### config.mk
export PLATFORM = sky130hd
export DESIGN_NAME = bbce_queue
export DESIGN_NICKNAME = d
export VERILOG_FILES = /design/src/rtl/bbce_pkg.sv /design/src/rtl/bbce_queue.sv
export SDC_FILE = /design/constraint.sdc
export NUM_CORES = 1
export LEC_CHECK = 0
export BUFFER_PORTS_ARGS = -buffer_cell sky130_fd_sc_hd__buf_2
export CAP_MARGIN = 20
export CELL_PAD_IN_SITES_DETAIL_PLACEMENT = 1
export CELL_PAD_IN_SITES_GLOBAL_PLACEMENT = 2
export CORE_ASPECT_RATIO = 0.8
export CORE_MARGIN = 3
export CORE_UTILIZATION = 35
export DETAILED_ROUTE_END_ITERATION = 8
export PLACE_DENSITY = 0.72
export SLEW_MARGIN = 0
export SYNTH_ARGS = -nofsm -noshare
export SYNTH_HDL_FRONTEND = slang
export SYNTH_SLANG_ARGS = --single-unit
### constraint.sdc
create_clock -name clk_i -period 4.9 [get_ports clk_i]
set_input_delay 0.735 -clock clk_i [delete_from_list [all_inputs] [get_ports clk_i]]
set_output_delay 0.735 -clock clk_i [all_outputs]
set_load 0.01 [all_outputs]
### src/rtl/bbce_pkg.sv
`default_nettype none
package bbce_pkg;
  localparam int unsigned MaxWidth  = 1024;
  localparam int unsigned MaxRadius = 7;
  localparam int unsigned StoreRows = 16;

  localparam logic [1:0] RegWidth  = 2'd0;
  localparam logic [1:0] RegHeight = 2'd1;
  localparam logic [1:0] RegRadius = 2'd2;

  localparam int unsigned QueueDepth = 2;

  typedef struct packed {
    logic [15:0] row;
    logic [12:0] col;
    logic [15:0] h;
    logic [12:0] w;
    logic [3:0]  r;
    logic        last;
  } job_t;
endpackage
`default_nettype wire

### src/rtl/bbce_queue.sv
`default_nettype none
module bbce_queue (
  input  wire logic       clk_i,
  input  wire logic       rst_ni,
  input  wire logic       in_valid_i,
  output logic            in_ready_o,
  input  bbce_pkg::job_t  in_i,
  output logic            out_valid_o,
  input  wire logic       out_ready_i,
  output bbce_pkg::job_t  out_o
);
  bbce_pkg::job_t mem_q [2];
  logic [1:0] cnt_q;
  logic       rd_q, wr_q;
  logic       push, pop;

  assign in_ready_o  = cnt_q != 2'd2;
  assign out_valid_o = cnt_q != 2'd0;
  assign out_o = mem_q[rd_q];
  assign push = in_valid_i && in_ready_o;
  assign pop  = out_valid_o && out_ready_i;

  always_ff @(posedge clk_i or negedge rst_ni) begin
    if (!rst_ni) begin
      cnt_q <= '0;
      rd_q  <= 1'b0;
      wr_q  <= 1'b0;
    end else begin
      if (push) wr_q <= ~wr_q;
      if (pop) rd_q <= ~rd_q;
      cnt_q <= cnt_q + {1'b0, push} - {1'b0, pop};
    end
  end

  always_ff @(posedge clk_i) begin
    if (push) mem_q[wr_q] <= in_i;
  end
endmodule
`default_nettype wire

# Yosys cells after proc, flatten, opt, wreduce, memory -nomap -nowiden
# Memory sizes are Yosys's and may differ from the RTL's.
# Cells that the tools add are included.
totals:
  regBits: 4
  mem_bits_rw: 126
  in_bits: 67
  out_inout_bits: 65
  word_cells: 14
  memories: 1
classes:
  add_sub_neg: 2
  n_eq_ne: 1
  n_mux: 2
  n_bitwise: 2
  n_reduce_logical: 3
mem_list:
  columns: ["name", "depth", "width", "rd", "rd_clocked_by_memory_dff", "write_ports", "line_no", "rtl"]
  rows:
  - ["mem_q", 2, 63, 1, 0, 1, "bbce_queue.sv:12", "bbce_pkg::job_t mem_q [2];"]
op_table:
  columns: ["operator", "n"]
  rows:
  - ["2-bit by 1-bit adder with 2-bit output", 1]
  - ["1-bit logical AND", 2]
  - ["1-bit 2-to-1 mux", 2]
  - ["2-bit inequality test (second input constant)", 1]
  - ["1-bit NOT", 2]
  - ["2-bit nonzero test", 1]
  - ["2-bit by 1-bit subtractor with 2-bit output", 1]

# Depth between registers and ports, before layout
logic_depth:
  depth_word: 4
  ltp_mapped: 7
  depth_no_buf: 7

# Least setup slack after synthesis
# No wires, ideal clock.
synth_path:
  path_kind: "input to register"
  startpoint: "input port in_valid_i"
  endpoint: "memory mem_q[0][0] in the netlist's numbering (enable)"
  setup_ps: 484
  t_arrival_ps: 3466
  t_required_ps: 4416
  path_slack_ps: 950
  path_stages: 2
  path_buffers: 0
  cell_sequence: "nand2_1 -> nor2_1"
synth_between:
  elab_chain_len: 3
synth_rtl:
  columns: ["element", "line_no", "rtl"]
  rows:
  - ["start, declared", "bbce_queue.sv:5", "input wire logic in_valid_i,"]
  - ["1-bit logical AND", "bbce_queue.sv:20", "assign push = in_valid_i && in_ready_o;"]
  - ["1-bit 2-to-1 mux", "bbce_queue.sv:36", "if (push) mem_q[wr_q] <= in_i;"]
  - ["1-bit 2-to-1 mux (not written as such)", "bbce_queue.sv:36", null]
  - ["end, declared", "bbce_queue.sv:12", null]
# No other way between the ends.

==> flow_summary.toml <==
[outcome]
status = "completed"

[place]
io_buffers = 131
place_hpwl_mm = 6.04
placed_cells = 520
place_congestion = 0.685
place_area_sq_um = 5830
pre_cts_ws_ps = 2170

[critical_path]
end_kind = "output port"
path_delay_family = "flip-flops"
ff2ff_path_depth = 4
cp_slowest_cell = "dfrtp_4"
crit_path_cell_trace = "buf_4 -> mux2_4 -> buf_2"
critPathMaxStageDelay_ps = 980
cp.arrival_ps = 2390
critPathKind = "reg -> out"
startpoint_type = "flop"
path_depth = 3
crit_path_max_fanout = 44
crit_buf_inv = 2
critPathRequiredTime_ps = 4160

[clock_tree]
clkLatencyLatePin_ps = 410
cts.sinks = 130
numCtsBuffers = 17
cts_setup_buffers = 0
hold_buffers = 0
h-tree-depth = 4
cts_resized = 0
cts_tree = "built"
clk_pin_slew_worst_paths_ps = 50
clock-root-buffer = "clkbuf_16"
clk_path_buf_depth = 2

[synthesis]
ys_warn_count = 0
muxShareOfSynthArea_pct = 18.5
syn_area_sq_um = 5040
synth_compound_area_share_pct = 0
synth-xor-area-share_pct = 0.694
synth.distinct_cells = 16
syn_inst = 213
synth_nets = 282
synth_seq_cells = 130
avgSynthCellArea_sq_um = 23.7
seq_area_frac_synth_pct = 77.0
synthAdderAreaFrac_pct = 0.496
synthSimpleGateAreaFrac_pct = 0.694
synth_top_family_by_area = "multiplexers"

[timing]
setup_viol = 0
worstMarginPinSlew_ps = 892
slew_headroom_pct = 40.5
hold_viol = 0
finalMaxSlewViolations = 0
fin_crit_sh_pct = 63.7
rsz0062_at_grt = "false"
fmax_ghz = 0.320
fin_setup_tns_ps = 0
min_period_ps = 3120
clock_skew_ps = 4.54
setup_slack_ps = 1780

[floorplan]
chipWidth_um = 140
dieArea_sq_um = 15900
io-pin-count = 132
start_util_pct = 36.5
rows = 38
core_region_area_sq_um = 13800
die_y_um = 113

[power_and_ir_drop]
leakagePower_nw = 2.57
power_density_nw_per_um2 = 631
ir_drop_uv = 282

[routing]
vias_per_cell = 4.42
drt_iter0_drc = 124
vias = 2436
drc = 0
ant_nets = 0
drt_pass1_iterations = 4
drt_wl_total_mm = 9.20
wl_per_cell_um = 16.7

[finish]
fin_area_sq_um = 6410
syn_to_final_growth_pct = 27.0
nNetsFinal = 428
drive_gt1_share_pct = 61.7
diodes = 0
final_cells = 551
multiInputGateArea_sq_um = 1040
ff_latch_area_sq_um = 3890
fillers = 1339

[grt]
antenna_found_initial = 1
grt_pass1_vias = 2655
gr-total-overflow = 0
grt_max_degree = 64
gr-usage-all-layers_pct = 12.1
grt_pass1_wl_mm = 14.1

[run]
drv_cap = 0

[min_path]
hold_class = "in -> async"
worst paths after layout:
| check | start | endpoint | slack (ps) |
|---|---|---|---|
| max in group asynchronous | rst_ni | rd_q | 4630 |
| max reg2reg | cnt_q[1] | mem_q[0][17] | 2790 |
| min | rst_ni | cnt_q[0] | 130 |
| min in group clk_i | in_i[33] | mem_q[0][33] | 510 |
| min reg2reg | cnt_q[0] | cnt_q[0] | 550 |
| max | rd_q | out_o[6] | 1780 |
stage by stage:
stage	total power, mW	util [%]	hold WS [ps]
2_1_floorplan	2.55	-	439
3_5_place_dp	2.87	42.2	528
4_1_cts	4.11	46.3	101
6_report	4.04	46.3	125
3_3_place_gp	2.84	42.2	498
5_1_grt	4.26	46.3	103
routing by layer:
| metal | global-route usage [%] | part of all wire [%] | up-vias |
|---|---|---|---|
| met3 | 6.20 | 8.3 | 17 |
| met5 | 0 | 0.098 | - |
| li1 | - | - | 1131 |
| met1 | 14.4 | 42 | 1201 |
| met2 | 18.4 | 48 | 85 |
| met4 | 5.23 | 1.5 | 2 |
report_power, final:
group	internal (mW)	total (mW)	switching, mW
Combinational	0.609	1.12	0.516
Clock	0.788	1.23	0.438
Sequential	1.53	1.69	0.166
flip-flops by register name, indices dropped and copies added (netlist names):
register,count
cnt_q,2
mem_q,126
rd_q,1
wr_q,1
layout by cell type (no fill, tap or decap):
| cell type | count |
|---|---|
| buf_2 | 131 |
| edfxtp_1 | 126 |
| mux2_4 | 59 |
| clkbuf_16 | 17 |
| clkinv_2 | 5 |
| mux2_2 | 4 |
| xnor2_1 | 3 |
| clkinvlp_4 | 3 |
| bufinv_16 | 3 |
| dfrtp_1 | 3 |
| buf_4 | 3 |
| ha_1 | 2 |
| clkbuf_1 | 2 |
| or2_1 | 1 |
| and2_4 | 1 |
| nand2b_1 | 1 |
| nand2_1 | 1 |
| inv_1 | 1 |
| and3_4 | 1 |
| nor2_4 | 1 |
| xor2_1 | 1 |
| clkinv_1 | 1 |
| dfrtp_4 | 1 |
area by class of cell:
| type | instances | share of cell area [%] |
|---|---|---|
| clock buffer | 19 | 6.76 |
| clock inverter | 12 | 2.21 |
| inverter | 1 | 0.0586 |
| multi-input combinational | 75 | 16.2 |
| sequential | 130 | 60.7 |
| tap | 180 | 3.51 |
| timing repair buffer | 134 | 10.6 |
cell families (layout without fill, tap and decap cells):
group                    count (synthesis)  in the layout
multiplexers                            63             63
flip-flops                             130            130
AND/OR/NAND/NOR                          6              6
XOR/XNOR                                 4              4
buffers and inverters                    8            166
adder cells (fa/ha/maj)                  2              2
cell usage after synthesis (all sizes together):
cell type    n  area, sq um
buf          7          131
nand2        1         3.75
nand2b       1         6.26
nor2         1         3.75
xnor2        3         26.3
and3         1         6.26
dfrtp        4          100
mux2        63          931
or2          1         6.26
xor2         1         8.76
and2         1         8.76
edfxtp     126         3780
inv          1         3.75
ha           2         25.0
Power figures use the tool's default switching activity.
