[config.mk]
export PLATFORM = sky130hd
export DESIGN_NAME = bbce_back
export DESIGN_NICKNAME = d
export VERILOG_FILES = /design/src/rtl/bbce_pkg.sv /design/src/rtl/bbce_divider.sv /design/src/rtl/bbce_back.sv
export SDC_FILE = /design/constraint.sdc
export NUM_CORES = 1
export LEC_CHECK = 0
export ABC_AREA = 1
export BUFFER_PORTS_ARGS = -buffer_cell sky130_fd_sc_hd__buf_4
export CAP_MARGIN = 20
export CORE_ASPECT_RATIO = 1.25
export CORE_MARGIN = 2
export CORE_UTILIZATION = 54
export CTS_CLUSTER_DIAMETER = 40
export DETAILED_ROUTE_END_ITERATION = 7
export PLACE_DENSITY = 0.77
export SETUP_SLACK_MARGIN = 0.3
export SYNTH_ARGS = -nofsm -noshare
export SYNTH_HDL_FRONTEND = slang
export SYNTH_SLANG_ARGS = --single-unit
[constraint.sdc]
create_clock -name clk_i -period 5.6 [get_ports clk_i]
set_input_delay 0.84 -clock clk_i [delete_from_list [all_inputs] [get_ports clk_i]]
set_output_delay 0.84 -clock clk_i [all_outputs]
set_load 0.01 [all_outputs]
[src/rtl/bbce_pkg.sv]
`default_nettype none
package bbce_pkg;
  localparam int unsigned MaxWidth  = 1024;
  localparam int unsigned MaxRadius = 7;
  localparam int unsigned StoreRows = 16;

  localparam logic [1:0] RegWidth  = 2'd0;
  localparam logic [1:0] RegHeight = 2'd1;
  localparam logic [1:0] RegRadius = 2'd2;

  localparam int unsigned QueueDepth = 2;

  typedef struct packed {
    logic [15:0] row;
    logic [12:0] col;
    logic [15:0] h;
    logic [12:0] w;
    logic [3:0]  r;
    logic        last;
  } job_t;
endpackage
`default_nettype wire

[src/rtl/bbce_divider.sv]
`default_nettype none
module bbce_divider (
  input  wire logic        clk_i,
  input  wire logic        rst_ni,
  input  wire logic        start_i,
  input  wire logic [15:0] num_i,
  input  wire logic [7:0]  den_i,
  output logic             done_o,
  output logic [7:0]       quot_o
);
  logic [15:0] num_q, num_d;
  logic [8:0]  rem_q, rem_d;
  logic [7:0]  den_q;
  logic [4:0]  cnt_q, cnt_d;
  logic        busy_q;
  logic [9:0]  trial;
  logic [8:0]  shifted;

  always_comb begin
    shifted = {rem_q[7:0], num_q[15]};
    trial   = {1'b0, shifted} - {2'b00, den_q};
    num_d   = {num_q[14:0], 1'b0};
    if (!trial[9]) begin
      rem_d    = trial[8:0];
      num_d[0] = 1'b1;
    end else begin
      rem_d = shifted;
    end
    cnt_d = cnt_q + 5'd1;
  end

  always_ff @(posedge clk_i or negedge rst_ni) begin
    if (!rst_ni) begin
      busy_q <= 1'b0;
      done_o <= 1'b0;
      cnt_q  <= '0;
    end else begin
      done_o <= busy_q && !start_i && (cnt_q == 5'd15);
      if (start_i) begin
        busy_q <= 1'b1;
        cnt_q  <= '0;
      end else if (busy_q) begin
        cnt_q <= cnt_d;
        if (cnt_q == 5'd15) begin
          busy_q <= 1'b0;
        end
      end
    end
  end

  always_ff @(posedge clk_i) begin
    if (start_i) begin
      num_q <= num_i;
      den_q <= den_i;
      rem_q <= '0;
    end else if (busy_q) begin
      num_q <= num_d;
      rem_q <= rem_d;
    end
  end

  assign quot_o = num_q[7:0];
endmodule
`default_nettype wire

[src/rtl/bbce_back.sv]
`default_nettype none
module bbce_back #(
  parameter int unsigned MaxWidth  = bbce_pkg::MaxWidth,
  parameter int unsigned StoreRows = bbce_pkg::StoreRows,
  localparam int unsigned Aw = $clog2(StoreRows) + $clog2(MaxWidth)
) (
  input  wire logic        clk_i,
  input  wire logic        rst_ni,
  input  wire logic        job_valid_i,
  output logic             job_ready_o,
  input  bbce_pkg::job_t   job_i,
  output logic [Aw-1:0]    raddr_o,
  input  wire logic [23:0] rdata_i,
  output logic             rd_busy_o,
  output logic             m_valid_o,
  input  wire logic        m_ready_i,
  output logic [23:0]      m_pixel_o,
  output logic             m_last_o
);
  localparam int unsigned RowBits = $clog2(StoreRows);
  localparam int unsigned ColBits = $clog2(MaxWidth);

  typedef enum logic [2:0] {StIdle, StRead, StTail, StDiv, StOut} state_e;

  state_e          state_q;
  bbce_pkg::job_t  job_q;
  logic signed [5:0] dy_q, dx_q;
  logic [15:0] sum_q [3];
  logic        pend_q, tail_q;
  logic [1:0]  ch_q;
  logic [7:0]  count_q;
  logic [7:0]  res_q [3];
  logic signed [17:0] yy, xx;
  logic [15:0] y;
  logic [12:0] x;
  logic        div_start, div_done;
  logic [7:0]  div_q;

  assign job_ready_o = (state_q == StIdle);
  assign rd_busy_o   = (state_q == StRead);

  always_comb begin
    yy = $signed({2'b00, job_q.row}) + 18'(dy_q);
    xx = $signed({5'b0, job_q.col}) + 18'(dx_q);
    if (yy < 0) y = '0;
    else if (yy >= $signed({2'b00, job_q.h})) y = job_q.h - 16'd1;
    else y = yy[15:0];
    if (xx < 0) x = '0;
    else if (xx >= $signed({5'b0, job_q.w})) x = job_q.w - 13'd1;
    else x = xx[12:0];
  end

  assign raddr_o = Aw'({y[RowBits-1:0], x[ColBits-1:0]});
  assign div_start = (state_q == StDiv) && !pend_q;

  bbce_divider u_div (
    .clk_i,
    .rst_ni,
    .start_i(div_start),
    .num_i  (sum_q[ch_q]),
    .den_i  (count_q),
    .done_o (div_done),
    .quot_o (div_q)
  );

  always_ff @(posedge clk_i or negedge rst_ni) begin
    if (!rst_ni) begin
      state_q   <= StIdle;
      m_valid_o <= 1'b0;
      pend_q    <= 1'b0;
      tail_q    <= 1'b0;
    end else begin
      unique case (state_q)
        StIdle: begin
          if (job_valid_i) begin
            job_q   <= job_i;
            dy_q    <= -$signed({2'b00, job_i.r});
            dx_q    <= -$signed({2'b00, job_i.r});
            sum_q   <= '{default: '0};
            tail_q  <= 1'b0;
            count_q <= 8'(({4'b0, job_i.r[2:0], 1'b1}) * ({4'b0, job_i.r[2:0], 1'b1}));
            state_q <= StRead;
          end
        end
        StRead: begin
          if (tail_q) begin
            sum_q[0] <= sum_q[0] + 16'(rdata_i[7:0]);
            sum_q[1] <= sum_q[1] + 16'(rdata_i[15:8]);
            sum_q[2] <= sum_q[2] + 16'(rdata_i[23:16]);
          end
          tail_q <= 1'b1;
          if (dx_q == $signed({2'b00, job_q.r})) begin
            dx_q <= -$signed({2'b00, job_q.r});
            if (dy_q == $signed({2'b00, job_q.r})) state_q <= StTail;
            else dy_q <= dy_q + 6'sd1;
          end else begin
            dx_q <= dx_q + 6'sd1;
          end
        end
        StTail: begin
          sum_q[0] <= sum_q[0] + 16'(rdata_i[7:0]);
          sum_q[1] <= sum_q[1] + 16'(rdata_i[15:8]);
          sum_q[2] <= sum_q[2] + 16'(rdata_i[23:16]);
          ch_q    <= '0;
          pend_q  <= 1'b0;
          state_q <= StDiv;
        end
        StDiv: begin
          if (!pend_q) begin
            pend_q <= 1'b1;
          end else if (div_done) begin
            res_q[ch_q] <= div_q;
            pend_q      <= 1'b0;
            if (ch_q == 2'd2) begin
              state_q <= StOut;
            end else begin
              ch_q <= ch_q + 2'd1;
            end
          end
        end
        StOut: begin
          if (!m_valid_o || m_ready_i) begin
            m_valid_o <= 1'b1;
            m_pixel_o <= {res_q[2], res_q[1], res_q[0]};
            m_last_o  <= job_q.last;
            state_q   <= StIdle;
          end
        end
        default: state_q <= StIdle;
      endcase
      if (m_valid_o && m_ready_i && !(state_q == StOut)) m_valid_o <= 1'b0;
    end
  end
endmodule
`default_nettype wire

## Word level (Yosys, flattened, before mapping)

Memories as Yosys holds them, arrays and structs flattened. A register that Yosys moved wholly into a read port is not among the register bits.
Index checks and enable logic that the tools add are counted.

- Eq/ne operators: 18
- Div/mod/pow operators: 0
- Bitwise operators: 1
- Muxes and demuxes: 49
- Shifts and indexed selects: 0
- Reductions and logical operators: 27
- Multipliers: 1
- Magnitude comparators: 5
- $add $sub $neg: 14

Operators with widths:

| cell | count |
|---|---|
| 48-bit one-hot mux with 3 select lines | 1 |
| 48-bit 2-to-1 mux | 2 |
| 16-bit 2-to-1 mux | 4 |
| 16-bit by 8-bit adder with 16-bit output | 3 |
| 16-bit binary-select mux with 2-bit select | 1 |
| 6-bit 2-to-1 mux | 4 |
| 6-bit one-hot mux with 2 select lines | 2 |
| 3-bit 2-to-1 mux | 7 |
| 10-bit 2-to-1 mux | 2 |
| 17-bit by 6-bit adder with 18-bit output | 1 |
| 18-bit by 17-bit >= comparator with 1-bit output | 1 |
| 18-bit by 1-bit less-than comparator with 1-bit output, second input constant | 1 |
| 14-bit by 6-bit adder with 15-bit output | 1 |
| 15-bit by 14-bit >= comparator with 1-bit output | 1 |
| 15-bit by 1-bit less-than comparator with 1-bit output, second input constant | 1 |
| 3-bit one-hot mux with 5 select lines | 1 |
| 1-bit 2-to-1 mux | 14 |
| 6-bit by 2-bit adder with 6-bit output, second input constant | 2 |
| 6-bit by 5-bit == test with 1-bit output | 2 |
| 4-bit negation with 6-bit output | 2 |
| 5-bit 2-to-1 mux | 2 |
| 2-bit by 1-bit inequality test with 1-bit output, second input constant | 5 |
| 2-bit inequality test, second input constant | 5 |
| 5-bit AND reduction | 2 |
| 28 further kinds | 48 |

- Register bits: 179
- Logic and storage cells: 140
- Latch bits: 0
- Memories: 1
- Memory bits (read-only): 0
- RAM bits: 24
- Input port bits: 91

Memory list:

| memory | depth | width | read ports | clocked after Yosys merged registers in | write ports | RTL line | text |
|---|---|---|---|---|---|---|---|
| res_q | 3 | 8 | 3 | 3 | 1 | bbce_back.sv:32 | `logic [7:0] res_q [3];` |

## Depth between registers and ports, before layout

- Word-level depth: 5
- Depth in mapped cells: 23
- Gate-level depth less buffers: 23

## By module

From an unflattened synthesis, not the netlist that was laid out.

- Cells, all modules: 1457
- Area, all modules: 13459.2 µm²

By module, submodules not included:

| module | instances | cells each | area each (µm²) |
|---|---|---|---|
| bbce_back | 1 | 1203 | 11332.1 |
| bbce_divider | 1 | 254 | 2127.0 |

## Worst setup path after synthesis

No wires, ideal clock.

- Path kind: reg-to-reg
- From: register state_q[0]
- To: register count_q[2] (enable)
- Path slack: -0.651 ns
- Path buffers: 0
- Data arrival time: 5.670 ns
- Period minus slack after synthesis: 6.251 ns
- Stages on the path, launching flop included: 6
- Path through: dfrtp_1 -> nor2_1 -> inv_1 -> nor2_1 -> inv_1 -> nor3_1

- Longest elaborated chain between the ends: 2

Ends and longest elaborated chain:

| what | RTL line | text |
|---|---|---|
| from (decl) | bbce_back.sv:25 | `state_e state_q;` |
| from (signal assigned) | bbce_back.sv:68 | `state_q <= StIdle;` |
| from (signal assigned) | bbce_back.sv:82 | `state_q <= StRead;` |
| from (signal assigned) | bbce_back.sv:94 | `if (dy_q == $signed({2'b00, job_q.r})) state_q <= StTail;` |
| 3-bit logical NOT | n/a |  |
| net job_ready_o | bbce_back.sv:10 | `output logic job_ready_o,` |
| 3-bit AND reduction (no source line) | n/a |  |
| to (signal assigned) | bbce_back.sv:81 | `count_q <= 8'(({4'b0, job_i.r[2:0], 1'b1}) * ({4'b0, job_i.r[2:0], 1'b1}));` |
| to (decl) | bbce_back.sv:31 | `logic [7:0] count_q;` |

The timed path passes the listed nets, and every way through them passes these cells.
A chain may end at the register's enable or synchronous reset.

## Final worst setup path

- From: register dy_q[0]
- To: output raddr_o[12]

- Longest elaborated chain between the ends: 4
- Elaborated cells between the ends (all ways): 5
- Classes of those cells: add/sub (1); order compare (2); mux (2)

Ends and longest elaborated chain:

| what | RTL line | text |
|---|---|---|
| from (decl) | bbce_back.sv:27 | `logic signed [5:0] dy_q, dx_q;` |
| from (signal assigned) | bbce_back.sv:77 | `dy_q <= -$signed({2'b00, job_i.r});` |
| from (signal assigned) | bbce_back.sv:95 | `else dy_q <= dy_q + 6'sd1;` |
| 17-bit by 6-bit adder with 18-bit output (*) | bbce_back.sv:43 | `yy = $signed({2'b00, job_q.row}) + 18'(dy_q);` |
| 18-bit by 17-bit >= comparator with 1-bit output | bbce_back.sv:46 | `else if (yy >= $signed({2'b00, job_q.h})) y = job_q.h - 16'd1;` |
| 4-bit 2-to-1 mux | bbce_back.sv:46 |  |
| 4-bit 2-to-1 mux (*) | bbce_back.sv:45 | `if (yy < 0) y = '0;` |
| to (decl) | bbce_back.sv:12 | `output logic [Aw-1:0] raddr_o,` |

Mark *: on every way between the ends. The rest lies on a longest branch, timed or not.

==> key figures <==
Layout
  • Fin util: 0.650
  • Fill count: between 1500 and 2000
  • Layout cell share with drive strength beyond 1: 0.145
  • N_diodes: 0
  • Layout area overhead: 18.9%
  • Final Instance Area: 15400 um2
  • Storage cell area: between 6000 and 7000 um2
  • Final non-filler cell total: approximately 1800
  • Most frequent cells in the layout: nand2_1 (232), edfxtp_1 (202), inv_1 (194), buf_4 (146), nor2_1 (137)
  • Fin nets: 1736
  • Commonest non-fill, non-tap cell in the layout: nand2_1
  • Area of the multi-input gates: 5600 um2

Outcome
  • Status: complete, no violations

Floorplan
  • Die Ht: between 150 and 200 um
  • Site row count: 63
  • Die span in x: around 140 um
  • Initial Util: 0.547
  • Full die area: 25200 um2
  • CORE AREA: 23600 um2
  • I/O pins: 133

Logic synthesis
  • Primary FF master, synth: edfxtp_1
  • Post-Synth Simple-Gate Area: 0.157
  • Largest family of logic cells by synthesized area: simple AND/OR/NAND/NOR gates
  • Mapped Cells: about 1400
  • Post-synth EDFFs: just over 200
  • Yosys reg bits: roughly 220
  • Async set-reset flop share out of synthesis: 0.0583
  • Syn_area_per_cell: about 9.4 um2
  • Sequential share of the synthesized area: 0.506
  • XOR/XNOR share of the synthesized area: 0.0372
  • Mux cell area share after synthesis: 0
  • Synth Area in Compound Gates: 0.117
  • Yosys warnings: 0
  • Synth Area in Adders: 0.118
  • Synth unique cells: 44
  • Syn Std Cell Area: approximately 13000 um2
  • Syn Nets: 1581

Timing
  • Final setup TNS: 0 ps
  • Final Hold Fails: 0
  • Tmin final: slightly above 5000 ps
  • RSZ-0062 raised after global routing: false
  • Ratio of final minimum period to clock period: 0.901
  • Final setup viols: 0
  • Rel. slew slack: 0.468
  • Slew @ Worst Pin: 796 ps
  • Fin Hold WS: 123 ps
  • Max frequency: about 200 MHz
  • Fin worst setup slack: about 560 ps
  • Clock skew: a little under 20 ps
  • Max Slew Vio Count: 0

Placed design
  • Placed cells: 1781
  • Placed cell areas: 14300 um2
  • Final GP Congestion: around 0.91
  • HPWL after DPL: ~21000 um
  • Port bufs: 132
  • Pre-CTS WS: a little over 1000 ps

Routing
  • DRC Markers: 0
  • Total number of vias: a little over 10000
  • Vias per inst: around 5.5
  • Antenna viol nets, final: 0
  • Wirelength per Cell: 15.8 um
  • Drt first-iter violations: roughly 570
  • Final WL: roughly 30000 um
  • Pre-antenna DRT Iters: 6

Worst setup path
  • Startpoint types: register
  • Arrival time at the worst endpoint: ~4200 ps
  • R2R cell count: 7
  • Worst R2R Start: state_q[1]
  • Setup crit end kind: output port
  • RR Endpoint: dy_q[3]
  • Sequence of cells on the critical path: ha_2, inv_1, fa_1, inv_1, nand3_1, nand2_1, inv_1, o21ai_2, a21oi_1, xnor2_1, ha_1, nand2_1, nor2_1, a211oi_1, nand2_1, nand2_1, nand2_1, o21ai_4, nand3_1, nand2_1, nor2_1, buf_4
  • WP data required: between 4000 and 5000 ps
  • CP max-delay cell: edfxtp_1
  • Setup slack, reg-to-reg: about 2600 ps
  • Most common cell on crit path: nand2_1
  • Critical path class: reg2out
  • Crit-path max FO: 8
  • Crit-path max cell delay: between 400 and 500 ps

Clock tree
  • Clock Sink Count: 223
  • CTS tree: built
  • Clock Latency Late Sink: about 550 ps
  • Clock buffer depth: 3
  • Clk root buf: clkbuf_16
  • Clock buffer count from CTS: 30
  • CTS H-tree depth: 1
  • Worst-path clk slew: ~70 ps
  • # hold bufs at CTS: 0

Power
  • PwrDens: ~520 nW/um2
  • Static Leakage: 6.91 nW
  • Peak supply drop: about 330 uV
  • Combinational Power Share: 0.425
  • Clock power share: 0.239
  • Overall power: between 8 and 9 mW
  • Switching part of the total: 0.397
  • Int Power: about 4.8 mW
  • Sequential cell fraction of total power: 0.336
  • Psw: around 3.2 mW

Flow run
  • Total of max-cap violations: 0

Global routing
  • GR Overflow Total: 0
  • Vias in the first global route: about 10000
  • First-pass GRT wire length: 47200 um
  • Global Route Usage Sum: 0.232
  • Initial antenna violation count: 0
  • Largest net degree at the start of global routing: 49

Hold path
  • Worst hold path type: in2async
==> flip-flops by register name, indices dropped and copies added, names as in the netlist, 2 cells and up <==
signal,count
u_div.rem_q,8
count_q,6
job_q,63
sum_q,48
u_div.den_q,6
m_pixel_o,24
dy_q,6
ch_q,2
u_div.num_q,16
state_q,3
dx_q,6
res_q,24
u_div.cnt_q,5
==> final cells by class <==
type | instances | area share
clock buffers | 37 | 0.0552
inverters | 195 | 0.0476
flip-flops and latches | 223 | 0.426
repair buffers | 146 | 0.0713
multi-input cells | 931 | 0.364
clock inverters | 18 | 0.0123
well taps | 292 | 0.0238
==> timing repair <==
action,in CTS,in global routing
buffers inserted,0,6
gates resized for setup,0,3
setup endpoints to repair,0,4
==> Yosys cell counts (2+ instances only) <==
cell type / n / share of area
a211oi_1: 3 / 0.0017
a21boi_0: 4 / 0.0023
a21o_1: 5 / 0.0029
a21oi_1: 123 / 0.048
a31oi_1: 24 / 0.012
buf_2: 4 / 0.0015
clkbuf_1: 18 / 0.0052
dfrtp_1: 13 / 0.025
dfxtp_1: 8 / 0.012
edfxtp_1: 202 / 0.47
fa_1: 6 / 0.0093
ha_1: 112 / 0.11
inv_1: 194 / 0.056
nand2_1: 232 / 0.067
nand3_1: 56 / 0.022
nand3_2: 3 / 0.0023
nand4_1: 22 / 0.011
nor2_1: 139 / 0.040
nor2_2: 2 / 0.00097
nor3_1: 17 / 0.0066
nor4_1: 2 / 0.00097
o211ai_1: 3 / 0.0017
o21a_1: 5 / 0.0029
o21ai_0: 86 / 0.033
o21ai_1: 2 / 0.00077
o21ai_2: 3 / 0.0020
o21bai_1: 5 / 0.0029
o22ai_1: 5 / 0.0024
o31ai_1: 2 / 0.0012
or2_2: 5 / 0.0024
xnor2_1: 16 / 0.011
xor2_1: 39 / 0.026
==> power groups by stage <==
stage | clock network [mW] | logic [mW] | registers [mW]
after global routing | 2.02 | 3.89 | 2.74
after global placement | 0 | 3.22 | 2.71
final | 1.92 | 3.41 | 2.70
after CTS | 1.96 | 3.38 | 2.70
after detailed placement | 0 | 3.33 | 2.73
after floorplan | 0 | 2.52 | 2.64
==> cell families (layout without fill, tap and decap cells) <==
logic type,count (synthesis),count (layout)
simple gates,483,483
buf+inv,218,396
flops,223,223
xor+xnor,55,55
compound gates,275,275
fa+ha+maj,118,118
==> worst max-delay path, delay by kind of cell (launching register included) <==
kind | cells | cell delay, ps
adder cells (fa/ha/maj) | 3 | 930
flip-flops | 1 | 480
buffers and inverters | 4 | 350
AND/OR/NAND/NOR | 10 | 850
XOR/XNOR | 1 | 200
AO/OA/AOI/OAI | 4 | 840
==> layer usage <==
layer | vias up | track usage | part of all wire
met1 | 4778 | 0.265 | 0.38
met3 | 46 | 0.0422 | 0.061
met2 | 290 | 0.439 | 0.54
met4 | 0 | 0.0652 | 0.020
li1 | 5034 | - | -
met5 | - | 0 | 0
==> worst max-delay path by stage <==
stage	from	end	slack [ps]	depth (start not counted)
after floorplan	state_q[0]	count_q[2]	1460	5
after detailed placement	dy_q[5]	raddr_o[12]	1030	19
after global placement	dy_q[0]	raddr_o[13]	1310	22
after global routing	dy_q[0]	raddr_o[10]	270	22
final	dy_q[0]	raddr_o[12]	560	22
after CTS	dy_q[5]	raddr_o[12]	420	19
Power figures use the tool's default switching activity.
