==> config.mk <==
export PLATFORM = sky130hd
export DESIGN_NAME = bbce_front
export DESIGN_NICKNAME = d
export VERILOG_FILES = /design/src/rtl/bbce_pkg.sv /design/src/rtl/bbce_front.sv
export SDC_FILE = /design/constraint.sdc
export NUM_CORES = 1
export LEC_CHECK = 0
export ABC_AREA = 0
export BUFFER_PORTS_ARGS = -buffer_cell sky130_fd_sc_hd__buf_2
export CAP_MARGIN = 10
export CORE_MARGIN = 2
export CORE_UTILIZATION = 50
export CTS_BUF_LIST = sky130_fd_sc_hd__clkbuf_4
export DETAILED_ROUTE_END_ITERATION = 8
export GPL_TIMING_DRIVEN = 1
export PLACE_DENSITY = 0.72
export SKIP_CTS_REPAIR_TIMING = 1
export SLEW_MARGIN = 20
export SYNTH_ARGS = -nofsm -noshare
export SYNTH_HDL_FRONTEND = slang
export SYNTH_SLANG_ARGS = --single-unit
==> constraint.sdc <==
create_clock -name clk_i -period 17.2 [get_ports clk_i]
set_clock_uncertainty 0.1 [all_clocks]
set_input_delay 3.44 -clock clk_i [delete_from_list [all_inputs] [get_ports clk_i]]
set_output_delay 3.44 -clock clk_i [all_outputs]
set_load 0.005 [all_outputs]
==> src/rtl/bbce_pkg.sv <==
`default_nettype none
package bbce_pkg;
  localparam int unsigned MaxWidth  = 1024;
  localparam int unsigned MaxRadius = 7;
  localparam int unsigned StoreRows = 16;

  localparam logic [1:0] RegWidth  = 2'd0;
  localparam logic [1:0] RegHeight = 2'd1;
  localparam logic [1:0] RegRadius = 2'd2;

  localparam int unsigned QueueDepth = 2;

  typedef struct packed {
    logic [15:0] row;
    logic [12:0] col;
    logic [15:0] h;
    logic [12:0] w;
    logic [3:0]  r;
    logic        last;
  } job_t;
endpackage
`default_nettype wire

==> src/rtl/bbce_front.sv <==
`default_nettype none
module bbce_front #(
  parameter int unsigned MaxWidth  = bbce_pkg::MaxWidth,
  parameter int unsigned MaxRadius = bbce_pkg::MaxRadius,
  parameter int unsigned StoreRows = bbce_pkg::StoreRows,
  localparam int unsigned Aw = $clog2(StoreRows) + $clog2(MaxWidth)
) (
  input  wire logic        clk_i,
  input  wire logic        rst_ni,
  input  wire logic        cfg_valid_i,
  output logic             cfg_ready_o,
  input  wire logic [1:0]  cfg_index_i,
  input  wire logic [15:0] cfg_data_i,
  input  wire logic        s_valid_i,
  output logic             s_ready_o,
  input  wire logic        s_mode_i,
  input  wire logic [23:0] s_pixel_i,
  output logic             we_o,
  output logic [Aw-1:0]    waddr_o,
  output logic [23:0]      wdata_o,
  output logic             job_valid_o,
  input  wire logic        job_ready_i,
  input  wire logic        store_busy_i,
  output bbce_pkg::job_t   job_o
);
  localparam int unsigned RowBits = $clog2(StoreRows);
  localparam int unsigned ColBits = $clog2(MaxWidth);
  localparam int unsigned RLimA = MaxRadius;
  localparam int unsigned RLimB = (StoreRows - 2) / 2;
  localparam int unsigned RLim  = (RLimA < RLimB) ? RLimA : RLimB;

  logic [10:0] width_q;
  logic [15:0] height_q;
  logic [2:0]  radius_q;
  logic [16:0] in_row_q;
  logic [12:0] in_col_q;
  logic [15:0] out_row_q;
  logic [12:0] out_col_q;
  logic [12:0] w;
  logic [15:0] h;
  logic [3:0]  r;
  logic        push, full, ready, last;
  logic [16:0] in_row_n;
  logic [12:0] in_col_n;
  logic [16:0] need_row;
  logic [13:0] need_col;

  always_comb begin
    w = {2'b00, width_q};
    if (width_q == 11'd0) w = 13'd1;
    if ({2'b00, width_q} > 13'(MaxWidth)) w = 13'(MaxWidth);
    h = (height_q == 16'd0) ? 16'd1 : height_q;
    r = {1'b0, radius_q};
    if ({1'b0, radius_q} > 4'(RLim)) r = 4'(RLim);
  end

  // hold items while a queued or running job still reads the line store
  assign s_ready_o   = job_ready_i && !store_busy_i;
  assign cfg_ready_o = 1'b1;
  assign full = in_row_q >= {1'b0, h};
  assign push = s_valid_i && s_ready_o && !s_mode_i && !full;

  always_comb begin
    in_row_n = in_row_q;
    in_col_n = in_col_q;
    if (push) begin
      in_col_n = in_col_q + 13'd1;
      if (in_col_n >= w) begin
        in_col_n = '0;
        in_row_n = in_row_q + 17'd1;
      end
    end
    need_row = {1'b0, out_row_q} + 17'(r);
    if (need_row > {1'b0, h - 16'd1}) need_row = {1'b0, h - 16'd1};
    need_col = {1'b0, out_col_q} + 14'(r);
    if (need_col > {1'b0, w - 13'd1}) need_col = {1'b0, w - 13'd1};
    ready = (in_row_n >= {1'b0, h}) || (in_row_n > need_row) ||
            (in_row_n == need_row && {1'b0, in_col_n} > need_col);
    last = (out_row_q == h - 16'd1) && (out_col_q == w - 13'd1);
  end

  assign we_o    = push;
  assign waddr_o = Aw'({in_row_q[RowBits-1:0], in_col_q[ColBits-1:0]});
  assign wdata_o = s_pixel_i;
  assign job_valid_o = s_valid_i && s_ready_o && ready;
  assign job_o = '{row: out_row_q, col: out_col_q, h: h, w: w, r: r, last: last};

  always_ff @(posedge clk_i or negedge rst_ni) begin
    if (!rst_ni) begin
      width_q   <= 11'd1024;
      height_q  <= 16'd1;
      radius_q  <= 3'd1;
      in_row_q  <= '0;
      in_col_q  <= '0;
      out_row_q <= '0;
      out_col_q <= '0;
    end else if (cfg_valid_i && cfg_index_i inside
                 {bbce_pkg::RegWidth, bbce_pkg::RegHeight, bbce_pkg::RegRadius}) begin
      unique case (cfg_index_i)
        bbce_pkg::RegWidth:  width_q  <= cfg_data_i[10:0];
        bbce_pkg::RegHeight: height_q <= cfg_data_i;
        bbce_pkg::RegRadius: radius_q <= cfg_data_i[2:0];
        default: ;
      endcase
      in_row_q  <= '0;
      in_col_q  <= '0;
      out_row_q <= '0;
      out_col_q <= '0;
    end else if (s_valid_i && s_ready_o) begin
      if (ready && last) begin
        in_row_q  <= '0;
        in_col_q  <= '0;
        out_row_q <= '0;
        out_col_q <= '0;
      end else begin
        in_row_q <= in_row_n;
        in_col_q <= in_col_n;
        if (ready) begin
          if (out_col_q + 13'd1 >= w) begin
            out_col_q <= '0;
            out_row_q <= out_row_q + 16'd1;
          end else begin
            out_col_q <= out_col_q + 13'd1;
          end
        end
      end
    end
  end
endmodule
`default_nettype wire

## After elaboration in Yosys (flattened, before gate mapping)

Index checks and enable logic that the tools add are counted.
Widths: inputs -> output; s select.

- Register bits after elaboration: 89
- Bits of input ports: 49
- Output and inout port bits: 105
- Logic and storage cells: 80

- $add $sub $neg: 8
- Magnitude comparators: 9
- Eq/ne operators: 5
- Muxes and demuxes: 25
- Reduce and logical (&&, ||, !) cells: 26

Operator list:

| operator | count |
|---|---|
| $mux 13 | 10 |
| $mux 17 | 6 |
| $mux 16 | 6 |
| $ge 17x16->1 | 2 |
| $add 13x1->13 const B | 2 |
| $ge 13x13->1 | 2 |
| $mux 11 | 2 |
| $add 16x3->17 | 1 |
| $add 17x1->17 const B | 1 |
| $eq 17x17->1 | 1 |
| $gt 17x16->1 | 1 |
| $gt 17x17->1 | 1 |
| $add 16x1->16 const B | 1 |
| $eq 16x16->1 | 1 |
| $logic_not 16->1 | 1 |
| $sub 16x1->16 const B | 1 |
| $add 13x3->14 | 1 |
| $gt 13x14->1 | 1 |
| $gt 14x13->1 | 1 |
| $mux 14 | 1 |
| $eq 13x13->1 | 1 |
| $sub 13x1->13 const B | 1 |
| $gt 11x11->1 const B | 1 |
| $logic_not 11->1 | 1 |
| other kinds (10) | 26 |

## Longest topological paths before layout

Gate-level depths: netlist of run 1.

- Depth in word-level cells: 13
- Gate-level depth with buffers: 32
- Mapped depth without buffers: 28

## Worst setup path before layout of run 1

No wires, ideal clock.

- Kind: input -> output
- Start: input s_mode_i
- End: output job_valid_o
- Data arrival time: 7,298 ps
- Required time: 13,660 ps
- Slack: 6,362 ps
- Cell stages on the path: 17
- Path buffers: 2
- Cell sequence: or3_1 > or2_2 > nor4bb_1 > clkbuf_1 > nand2_1 > or3_1 > clkbuf_1 > nor2_1 > xor2_1 > ha_1 > o21a_1 > o21ai_0 > a211oi_1 > a2111oi_0 > o211ai_1 > a311oi_1 > nor2_1

- Longest elaborated chain between the ends: 8
- Elaborated cells between the ends (all ways): 13
- Those cells by class: order compare: 3; eq/ne: 1; mux: 2; reduce/logical: 7

RTL lines:

| item | line | source |
|---|---|---|
| start: declaration | bbce_front.sv:16 | `input wire logic s_mode_i,` |
| $logic_not 1->1 * | bbce_front.sv:61 | `assign push = s_valid_i && s_ready_o && !s_mode_i && !full;` |
| $logic_and 1x1->1 * (2 in series) | bbce_front.sv:61 |  |
| named net we_o | bbce_front.sv:18 | `output logic we_o,` |
| $mux 17 / $mux 13 (equally long branches) | bbce_front.sv:66 | `if (push) begin` |
| $ge 17x16->1, or another cell as far along | bbce_front.sv:77 | `ready = (in_row_n >= {1'b0, h}) \|\| (in_row_n > need_row) \|\|` |
| $logic_or 1x1->1 / $logic_and 1x1->1 (equally long branches) | bbce_front.sv:77, bbce_front.sv:78 |  |
| $logic_or 1x1->1 * | bbce_front.sv:77 |  |
| $logic_and 1x1->1 * | bbce_front.sv:85 | `assign job_valid_o = s_valid_i && s_ready_o && ready;` |
| end: declaration | bbce_front.sv:21 | `output logic job_valid_o,` |

Mark *: on every way through the listed nets, which the timed path passes. The rest lies on a longest branch.

## Worst setup path after layout of run 1

- Start: input store_busy_i
- End: output job_valid_o

- Longest elaborated chain between the ends: 10
- Elaborated cells between the ends (all ways): 15
- Those cells by class: order compare: 3; eq/ne: 1; mux: 2; reduce/logical: 9

RTL lines:

| item | line | source |
|---|---|---|
| start: declaration | bbce_front.sv:23 | `input wire logic store_busy_i,` |
| $logic_not 1->1 * | bbce_front.sv:58 | `assign s_ready_o = job_ready_i && !store_busy_i;` |
| $logic_and 1x1->1 * | bbce_front.sv:58 |  |
| $logic_and 1x1->1 * | bbce_front.sv:61, bbce_front.sv:85 |  |
| $logic_and 1x1->1 (2 in series) | bbce_front.sv:61 |  |
| $mux 17 / $mux 13 (equally long branches) | bbce_front.sv:66 |  |
| $ge 17x16->1, or another cell as far along | bbce_front.sv:77 |  |
| $logic_or 1x1->1 / $logic_and 1x1->1 (equally long branches) | bbce_front.sv:77, bbce_front.sv:78 |  |
| $logic_or 1x1->1 | bbce_front.sv:77 |  |
| $logic_and 1x1->1 * | bbce_front.sv:85 |  |

Mark *: on every way between the ends. The rest lies on a longest branch, timed or not.

==> results of run 1 <==
flip-flops by register name, summed over array words and instances (netlist names):
| name | flops |
|---|---|
| in_row_q | 17 |
| height_q | 16 |
| out_row_q | 16 |
| in_col_q | 13 |
| out_col_q | 13 |
| width_q | 11 |
| radius_q | 3 |
worst max-delay path: cells and delay by family:
family	cells	cell delay, ps
adder cells (fa/ha/maj)	1	290
buffers and inverters	2	300
XOR/XNOR	1	250
AND/OR/NAND/NOR	6	2280
AO/OA/AOI/OAI	8	2240
power by group through the flow:
stage	Clock (mW)	Combinational [mW]	Sequential, mW
finish	0.122	0.372	0.282
global placement	0	0.351	0.283
global route	0.134	0.407	0.285
CTS	0.125	0.365	0.280
detailed placement	0	0.362	0.284
floorplan	0	0.287	0.255
through the flow:
step | util, % | power (mW) | worst slack (ps) | hold slack [ps]
finish | 53.25 | 0.7769 | 4835 | 463.9
floorplan | - | 0.5422 | 6362 | 390.9
CTS | 53.25 | 0.7709 | 4935 | 457.1
global route | 53.25 | 0.8267 | 4188 | 479.0
detailed placement | 52.58 | 0.6464 | 4960 | 422.5
global placement | 52.53 | 0.6344 | 5158 | 418.6
cell usage after synthesis (15+ instances only):
library cell,number,area [sq um]
xor2_1,39,341.6
o21ai_1,17,85.08
nand4_1,22,137.6
nand2_1,105,394.1
nor2b_1,15,93.84
mux2_2,33,371.6
xnor2_1,54,473.0
a21o_1,22,165.2
ha_1,125,1564
nor2_1,70,262.8
nor3_1,21,105.1
a21oi_1,56,280.3
clkbuf_1,62,232.7
inv_1,56,210.2
a22o_1,20,175.2
and3_1,16,100.1
buf_4,43,322.8
nand3_1,45,225.2
o21ai_0,69,345.3
dfrtp_1,86,2152
nand2b_1,18,112.6
logic make-up after synthesis:
kind of cell	share of synthesized area, %
xor+xnor	8.356
buf+inv	8.519
compound gates	18.91
simple gates	20.85
fa+ha+maj	16.01
mux	5.009
other cells	0.07497
flops	22.27
worst max-delay path by stage:
stage | slack, ps | cells after the start | start | to
floorplan | 6360 | 17 | s_mode_i | job_valid_o
global placement | 5160 | 18 | store_busy_i | job_valid_o
detailed placement | 4960 | 18 | store_busy_i | job_valid_o
CTS | 4930 | 18 | store_busy_i | job_valid_o
global route | 4190 | 18 | store_busy_i | job_valid_o
finish | 4840 | 18 | store_busy_i | job_valid_o
layout make-up:
| type | instances | area (sq um) | area share [%] |
|---|---|---|---|
| flip-flops and latches | 89 | 2231 | 21.38 |
| repair buffers | 107 | 553.0 | 5.301 |
| multi-input cells | 949 | 6967 | 66.78 |
| inverters | 58 | 217.7 | 2.087 |
| well taps | 265 | 331.6 | 3.178 |
| clock inverters | 6 | 57.56 | 0.5517 |
| clock buffers | 10 | 75.07 | 0.7196 |
metal layers:
| layer | part of all wire (%) | vias up |
|---|---|---|
| met3 | 8.0 | 65 |
| met5 | 0 | - |
| met2 | 43 | 448 |
| met4 | 3.1 | 0 |
| li1 | - | 4336 |
| met1 | 46 | 4327 |
placed cells by master, fill, tap and decap left out, types with 7 or more instances in the layout:
cell      instances
a211oi_1          7
a21o_1           22
a21oi_1          55
a22o_1           20
and2_1           13
and3_1           16
buf_2           100
buf_4             7
clkbuf_4         10
dfrtp_1          86
ha_1            125
inv_1            56
mux2_2           33
mux2i_1          13
nand2_1         105
nand2b_1         18
nand3_1          45
nand4_1          22
nor2_1           70
nor2b_1          14
nor3_1           21
nor4_1           13
o211ai_1         10
o21a_1           10
o21ai_0          69
o21ai_1          17
o31ai_1          10
or2_2             7
or3_1            10
or4_1             7
xnor2_1          54
xor2_1           39
==> out/results.txt, run 1 <==
Placed cell count = 1468
First-pass GRT wire length = 46980 um
Worst Path Class, Setup = input pin to output port
Fin crit share = 71.89%
ANT cells = 0
Crit path launch type = input pin
Post-route minimum period = 12360 ps
DIE HEIGHT = 145.5 um
Initial antenna violation count = 0
Area Growth Syn to Fin = 4.147%
Core area = 19590 sq um
Peak VDD IR = 53.80 uV
Worst EP required = 13660 ps
Tightest Hold Check Type = flip-flop to flip-flop
Peak Freq = 0.08088 GHz
Slew @ Worst Pin = 1109 ps
CP max FO = 14
Pint = 0.4295 mW
Final wirelength = 29990 um
Grt peak-use layer = met2
Hold Path Depth = 1
Vias in the first global route = 8443
Seq/Total Area, Yosys = 22.27%
Worst R2R Start = height_q[4]
Initial Util = 51.13%
Status = finished, final reports clean
GR Util met2 = 41.85%
Vias per inst = 6.183
Hold Crit Start = in_col_q[11]
Hold EP = in_col_q[11]
DP Wirelength = 23860 um
Via count = 9176
Placer Congestion = 1.001
Final Hold Vio Count = 0
Relative slew slack = 25.79%
Initial drt markers = 870
Finish-stage setup viols = 0
Mean routed wirelength per cell = 20.21 um
Fin cells = 1484
Crit-path most repeated cell = buf_2
Critical path's slowest cell = a21oi_1
CP peak stage delay = 580 ps
Dominant synthesized flop cell = dfrtp_1
Row cnt = 51
Unique masters post-synth = 83
Reg2reg setup slack = 8420 ps
Sink Count = 89
Grt met3 use = 3.292%
Design area = 10430 sq um
Net switching power = 0.3474 mW
Crit path DAT = 8820 ps
Nets = 1390
Ports = 154
DRC viols = 0
Post-Route Setup TNS = 0 ps
Pwr dens = 74.47 nW/um^2
CTS tree = built
CTS max path bufs = 2
Clock slew at reported path FFs = 130 ps
Synth Cell Area = 10020 sq um
Fillers = 1887
Post-synth EDFFs = 0
Layout cell share with drive strength beyond 1 = 15.67%
R2r worst-path depth = 27
Mapped Avg Cell Area = 8.279 sq um
Post-synthesis async set-or-reset flop share = 100.0%
Proportion of power drawn by flip-flops and latches = 36.3%
# Max-Cap Violations = 0
Leakage = 4.983 nW
Largest net degree at the start of global routing = 50
Slew Limit Fails = 0
Total gr overflow = 0
YS warnings = 0
Total CTS buffers = 9
CTS Root Cell = clkbuf_4
RSZ-0062 raised after global routing = no
Mapped Cells = 1210
Clk network pwr share = 15.8%
GR met1 Demand/Resource = 41.38%
Worst reg2reg endpoint = in_row_q[15]
Yosys reg bits = 89
H-tree Lvls = 3
Port bufs = 101
Skew-Pair Late Insertion Delay = 490 ps
Die Area = 21180 sq um
Comb pwr share = 47.9%
Critical path endpoint category = output port
ANT nets after route = 0
Overall Global Routing Usage = 27.83%
Switching share of power = 44.72%
Crit-path cells = buf_2, nand3b_1, or3_1, o22ai_1, nand4_1, a21oi_1, and4_1, nand3_1, xnor2_1, ha_1, o21a_1, o21ai_0, a211oi_1, a2111oi_0, o211ai_1, a311oi_1, nor2_1, buf_2
DR pass1 iterations = 5
Dpl cell area = 10300 sq um
Chip width = 145.5 um
(Power assumes the default switching activity.)
==> run 2: changes to the inputs <==
- ABC_AREA: 0 -> 1
- PLACE_DENSITY: 0.72 -> 0.71
- clock period: 17.2 -> 12.85 ns (I/O delays scaled with it)
==> out/results.txt, run 2 <==
Seq/Total Area, Yosys = 21.67%
Fin crit share = 74.43%
Max reg flops = 17
Area Growth Syn to Fin = 4.789%
Slew @ Worst Pin = 887.7 ps
Nets = 1756
CP peak stage delay = 570 ps
Initial antenna violation count = 1
Finish-stage setup viols = 0
Slew Limit Fails = 0
CTS Root Cell = clkbuf_4
Crit-path cells = buf_2, nor3b_1, nand4_1, inv_1, nand2_1, a21oi_1, nand3_2, inv_1, nand4_1, nor3_1, xor2_1, ha_1, nand2_1, or3_1, nor4_1, a31o_2, inv_1, nor2_1, nand3_1, nand2_1, inv_1, buf_2
Tightest Hold Check Type = flip-flop to flip-flop
DR pass1 iterations = 7
Clk network pwr share = 17.8%
Vias per inst = 5.580
Ports = 154
# Max-Cap Violations = 0
Comb pwr share = 50.1%
Placer Congestion = 1.033
Crit path DAT = 6890 ps
Largest regs = in_row_q (17), height_q (16), out_row_q (16)
Overall Global Routing Usage = 31.63%
Worst EP required = 10180 ps
Mapped Avg Cell Area = 6.620 sq um
Initial Util = 50.87%
Worst R2R Start = height_q[8]
Post-route minimum period = 9564 ps
DIE HEIGHT = 147.5 um
Worst reg2reg endpoint = out_row_q[13]
RSZ-0062 raised after global routing = no
R2r worst-path depth = 34
Total CTS buffers = 9
Hold Crit Start = height_q[0]
Pint = 0.5862 mW
Chip width = 147.5 um
Final wirelength = 33810 um
Reg2reg setup slack = 5410 ps
Beginning of the critical path = store_busy_i
Die Area = 21750 sq um
Proportion of power drawn by flip-flops and latches = 32.1%
Layout cell share with drive strength beyond 1 = 10.28%
Hold EP = height_q[0]
Dominant synthesized flop cell = dfrtp_1
YS warnings = 0
Status = finished, final reports clean
Synth Cell Area = 10290 sq um
Port bufs = 101
Post-Route Setup TNS = 0 ps
Post-synth EDFFs = 0
Yosys reg bits = 89
Net switching power = 0.5453 mW
Leakage = 5.952 nW
CTS max path bufs = 2
Peak Freq = 0.1046 GHz
Switching share of power = 48.19%
Share of the synthesized area in the top cell type = 20.91%
ANT nets after route = 0
CP max FO = 7
Sink Count = 89
Total gr overflow = 0
Critical path's slowest cell = nor3b_1
Worst Path Class, Setup = input pin to output port
Top reg by flops = in_row_q
Largest net degree at the start of global routing = 68
First-pass GRT wire length = 53840 um
Post-synthesis async set-or-reset flop share = 100.0%
Final Hold Vio Count = 0
Hold Path Depth = 2
Most common cell in the netlist = nand2_1
Mean routed wirelength per cell = 18.22 um
H-tree Lvls = 3
DP Wirelength = 27180 um
Dominant cells by area after synthesis = dfrtp_1 21%, ha_1 15%, nand2_1 15%
Unique masters post-synth = 52
Peak VDD IR = 73.51 uV
Initial drt markers = 927
Core area = 20230 sq um
Skew-Pair Late Insertion Delay = 500 ps
Relative slew slack = 40.82%
Pwr dens = 104.9 nW/um^2
Via count = 10360
Vias in the first global route = 9719
DRC viols = 0
Cell taking the most area after synthesis = dfrtp_1
Crit path launch type = input pin
Most common cell after layout, fill and taps aside = nand2_1
Crit-path most repeated cell = inv_1
Top cells by instance count after synthesis = 411 x nand2_1, 199 x inv_1, 132 x nor2_1, 125 x ha_1, 93 x nand3_1
Clock slew at reported path FFs = 150 ps
Mapped Cells = 1555
CTS tree = built
Critical path endpoint category = output port
Dpl cell area = 10620 sq um
Most frequent cells in the layout = 411 x nand2_1, 199 x inv_1, 132 x nor2_1
Design area = 10790 sq um
Row cnt = 52
-- run 2: cell types whose count changed after synthesis, sizes merged, moves of 18 or more --
cell    previous run  this run
nand2b            18         0
nor2              70       140
o21ai             86       106
a21o              22         3
nand2            106       424
a22o              20         0
nand3             45        98
inv               58       206
clkbuf            62        39
xor2              39        80
xnor2             54         1
mux2              33         0
-- run 2: final cells by class --
cell class | count | area (sq um)
multi-input combinational | 1169 | 6739
sequential | 89 | 2231
inverter | 207 | 777.0
timing repair buffer | 104 | 530.5
clock buffer | 9 | 67.56
antenna | 1 | 2.502
tap | 270 | 337.8
clock inverter | 7 | 101.3
fill | 2103 | 9448
-- run 2: how the worst max path moves through the flow --
| stage | slack (ps) | end | cells after the start |
|---|---|---|---|
| final | 3290 | job_valid_o | 22 |
| after global routing | 2890 | job_valid_o | 34 |
| after CTS | 3310 | job_valid_o | 22 |
| after detailed placement | 3390 | job_valid_o | 22 |
| after global placement | 3600 | job_valid_o | 22 |
| after floorplan | 4650 | job_valid_o | 21 |
-- run 2: metal layers --
metal / vias to the layer above / track usage (%) / part of all wire [%]
li1: 5053 / - / -
met1: 4786 / 45.39 / 45
met2: 465 / 50.42 / 45
met3: 53 / 4.198 / 7.8
met4: 0 / 8.221 / 2.7
met5: - / 0 / 0
-- run 2: power groups by stage --
| stage | Combinational, mW | Sequential, mW | Clock, mW |
|---|---|---|---|
| CTS | 0.561 | 0.363 | 0.207 |
| detailed placement | 0.557 | 0.368 | 0 |
| global placement | 0.550 | 0.367 | 0 |
| floorplan | 0.408 | 0.343 | 0 |
| global route | 0.643 | 0.368 | 0.215 |
| finish | 0.567 | 0.363 | 0.202 |
-- run 2: kinds of logic after synthesis --
logic type / after synthesis / share of synthesized area [%]
DFF: 89 / 21.67
adders and majority gates: 127 / 15.58
AOI/OAI and AO/OA: 203 / 11.04
xor gates and xnor gates: 81 / 6.892
other: 2 / 0.07296
and+or+nand+nor: 752 / 31.69
buffers and inverters: 301 / 13.05
-- run 2: through the flow --
step / hold slack, ps / std cells / utilization, % / worst slack [ps] / total power, mW
finish: 431.1 / 1856 / 53.31 / 3286 / 1.132
global route: 443.1 / 1856 / 53.31 / 2889 / 1.227
CTS: 428.8 / 1855 / 53.30 / 3314 / 1.130
detailed placement: 401.9 / 1839 / 52.46 / 3394 / 0.9254
global placement: 397.1 / 1839 / 52.44 / 3600 / 0.9174
floorplan: 375.0 / 1559 / - / 4652 / 0.7511
-- run 2: critical path: cells and delay by family --
| kind | cells | cell delay [ps] |
|---|---|---|
| AO/OA/AOI/OAI | 2 | 390 |
| XOR/XNOR | 1 | 290 |
| adder cells (fa/ha/maj) | 1 | 210 |
| buffers and inverters | 6 | 660 |
| AND/OR/NAND/NOR | 12 | 2760 |
==> run 3: changes to the inputs <==
- ABC_AREA: 1 -> 0
- PLACE_DENSITY: 0.71 -> 0.74
- clock period: 12.85 -> 8.12 ns (I/O delays scaled with it)
==> out/results.txt, run 3 (synthesis gave the netlist of run 1 again) <==
Status = finished, final reports clean
Skew-Pair Late Insertion Delay = 500 ps
CTS max path bufs = 2
CTS tree = built
Critical path endpoint category = output port
Total gr overflow = 0
Design area = 10930 sq um
Total CTS buffers = 9
Via count = 9552
Leakage = 5.218 nW
Slew @ Worst Pin = 757.2 ps
CP peak stage delay = 570 ps
Placer Congestion = 1.024
Fin crit share = 97.92%
Fin cells = 1536
Initial drt markers = 922
Nets = 1441
ANT nets after route = 0
Vias in the first global route = 8983
Peak Freq = 0.1258 GHz
Crit-path most repeated cell = ha_1
Final wirelength = 31120 um
# Max-Cap Violations = 0
Critical path's slowest cell = or4_1
Finish-stage setup viols = 0
Worst slack at placement = 209.2 ps
Post-route minimum period = 7951 ps
First-pass GRT wire length = 48360 um
Pwr dens = 157.1 nW/um^2
Worst Path Class, Setup = flip-flop to output port
Max reg flops = 17
Top reg by flops = in_row_q
Area Growth Syn to Fin = 9.080%
Chip width = 145.5 um
DR pass1 iterations = 5
Sink Count = 89
Final design utilization = 55.78%
Final Hold Vio Count = 0
Crit path launch type = flip-flop
Peak VDD IR = 101.4 uV
Most common cell after layout, fill and taps aside = ha_1
Die Area = 21180 sq um
Most frequent cells in the layout = 124 x ha_1, 105 x nand2_1, 100 x buf_2
Mean routed wirelength per cell = 20.26 um
Crit path DAT = 6230 ps
Slew Limit Fails = 0
Overall Global Routing Usage = 28.51%
Row cnt = 51
Initial antenna violation count = 1
CTS Root Cell = clkbuf_4
Top delay family on crit path = simple AND/OR/NAND/NOR gates
Vias per inst = 6.219
Tightest Hold Check Type = flip-flop to flip-flop
DP Wirelength = 24380 um
Number of buffers and inverters on the critical path = 3
Post-route setup slack = 169.0 ps
H-tree Lvls = 3
DRC viols = 0
Dpl cell area = 10570 sq um
Worst EP required = 6400 ps
Layout cell share with drive strength beyond 1 = 20.31%
Initial Util = 51.13%
Placed cell count = 1505
Largest regs = in_row_q (17), height_q (16), out_row_q (16)
Relative slew slack = 49.05%
Clock slew at reported path FFs = 130 ps
Port bufs = 101
DIE HEIGHT = 145.5 um
Core area = 19590 sq um
Reg2reg setup slack = 1230 ps
CP max FO = 8
Ports = 154
Largest net degree at the start of global routing = 54
-- run 3: path summary, 6_finish.rpt --
path	startpoint	cells past startpoint	to
worst max-delay path	height_q[5]	26	job_valid_o
worst min-delay path	height_q[5]	1	height_q[5]
worst max register to register	height_q[5]	29	out_col_q[0]
worst min register to register	height_q[5]	1	height_q[5]
max in group asynchronous	rst_ni	2	height_q[5]
min in group asynchronous	rst_ni	1	in_col_q[6]
-- run 3: per-layer routing --
| layer | vias up | part of all wire (%) | GRT usage (%) |
|---|---|---|---|
| met2 | 510 | 43 | 43.89 |
| li1 | 4426 | - | - |
| met3 | 100 | 8.1 | 3.574 |
| met1 | 4516 | 44 | 40.09 |
| met4 | 0 | 4.4 | 12.84 |
| met5 | - | 0 | 0 |
-- run 3: area by class of cell --
| class | instances | area [sq um] |
|---|---|---|
| fill | 1821 | 8663 |
| multi-input combinational | 951 | 7099 |
| sequential | 89 | 2236 |
| timing repair buffer | 156 | 920.9 |
| tap | 265 | 331.6 |
| inverter | 58 | 217.7 |
| clock buffer | 10 | 75.07 |
| clock inverter | 6 | 43.79 |
| antenna | 1 | 2.502 |
-- run 3: where the power goes --
| group | switching (mW) | total [mW] | internal [mW] |
|---|---|---|---|
| logic | 0.525 | 0.905 | 0.380 |
| clock network | 0.176 | 0.242 | 0.0665 |
| registers | 0.0833 | 0.569 | 0.486 |
-- run 3: through the flow --
stage                     power, mW  hold WS (ps)  setup TNS (ps)
after CTS                     1.680         466.5          -372.6
after detailed placement      1.434         438.4               0
final                         1.717         467.7               0
after floorplan               1.148         390.9               0
after global placement        1.412         440.4               0
after global routing          1.817         491.3          -52.60
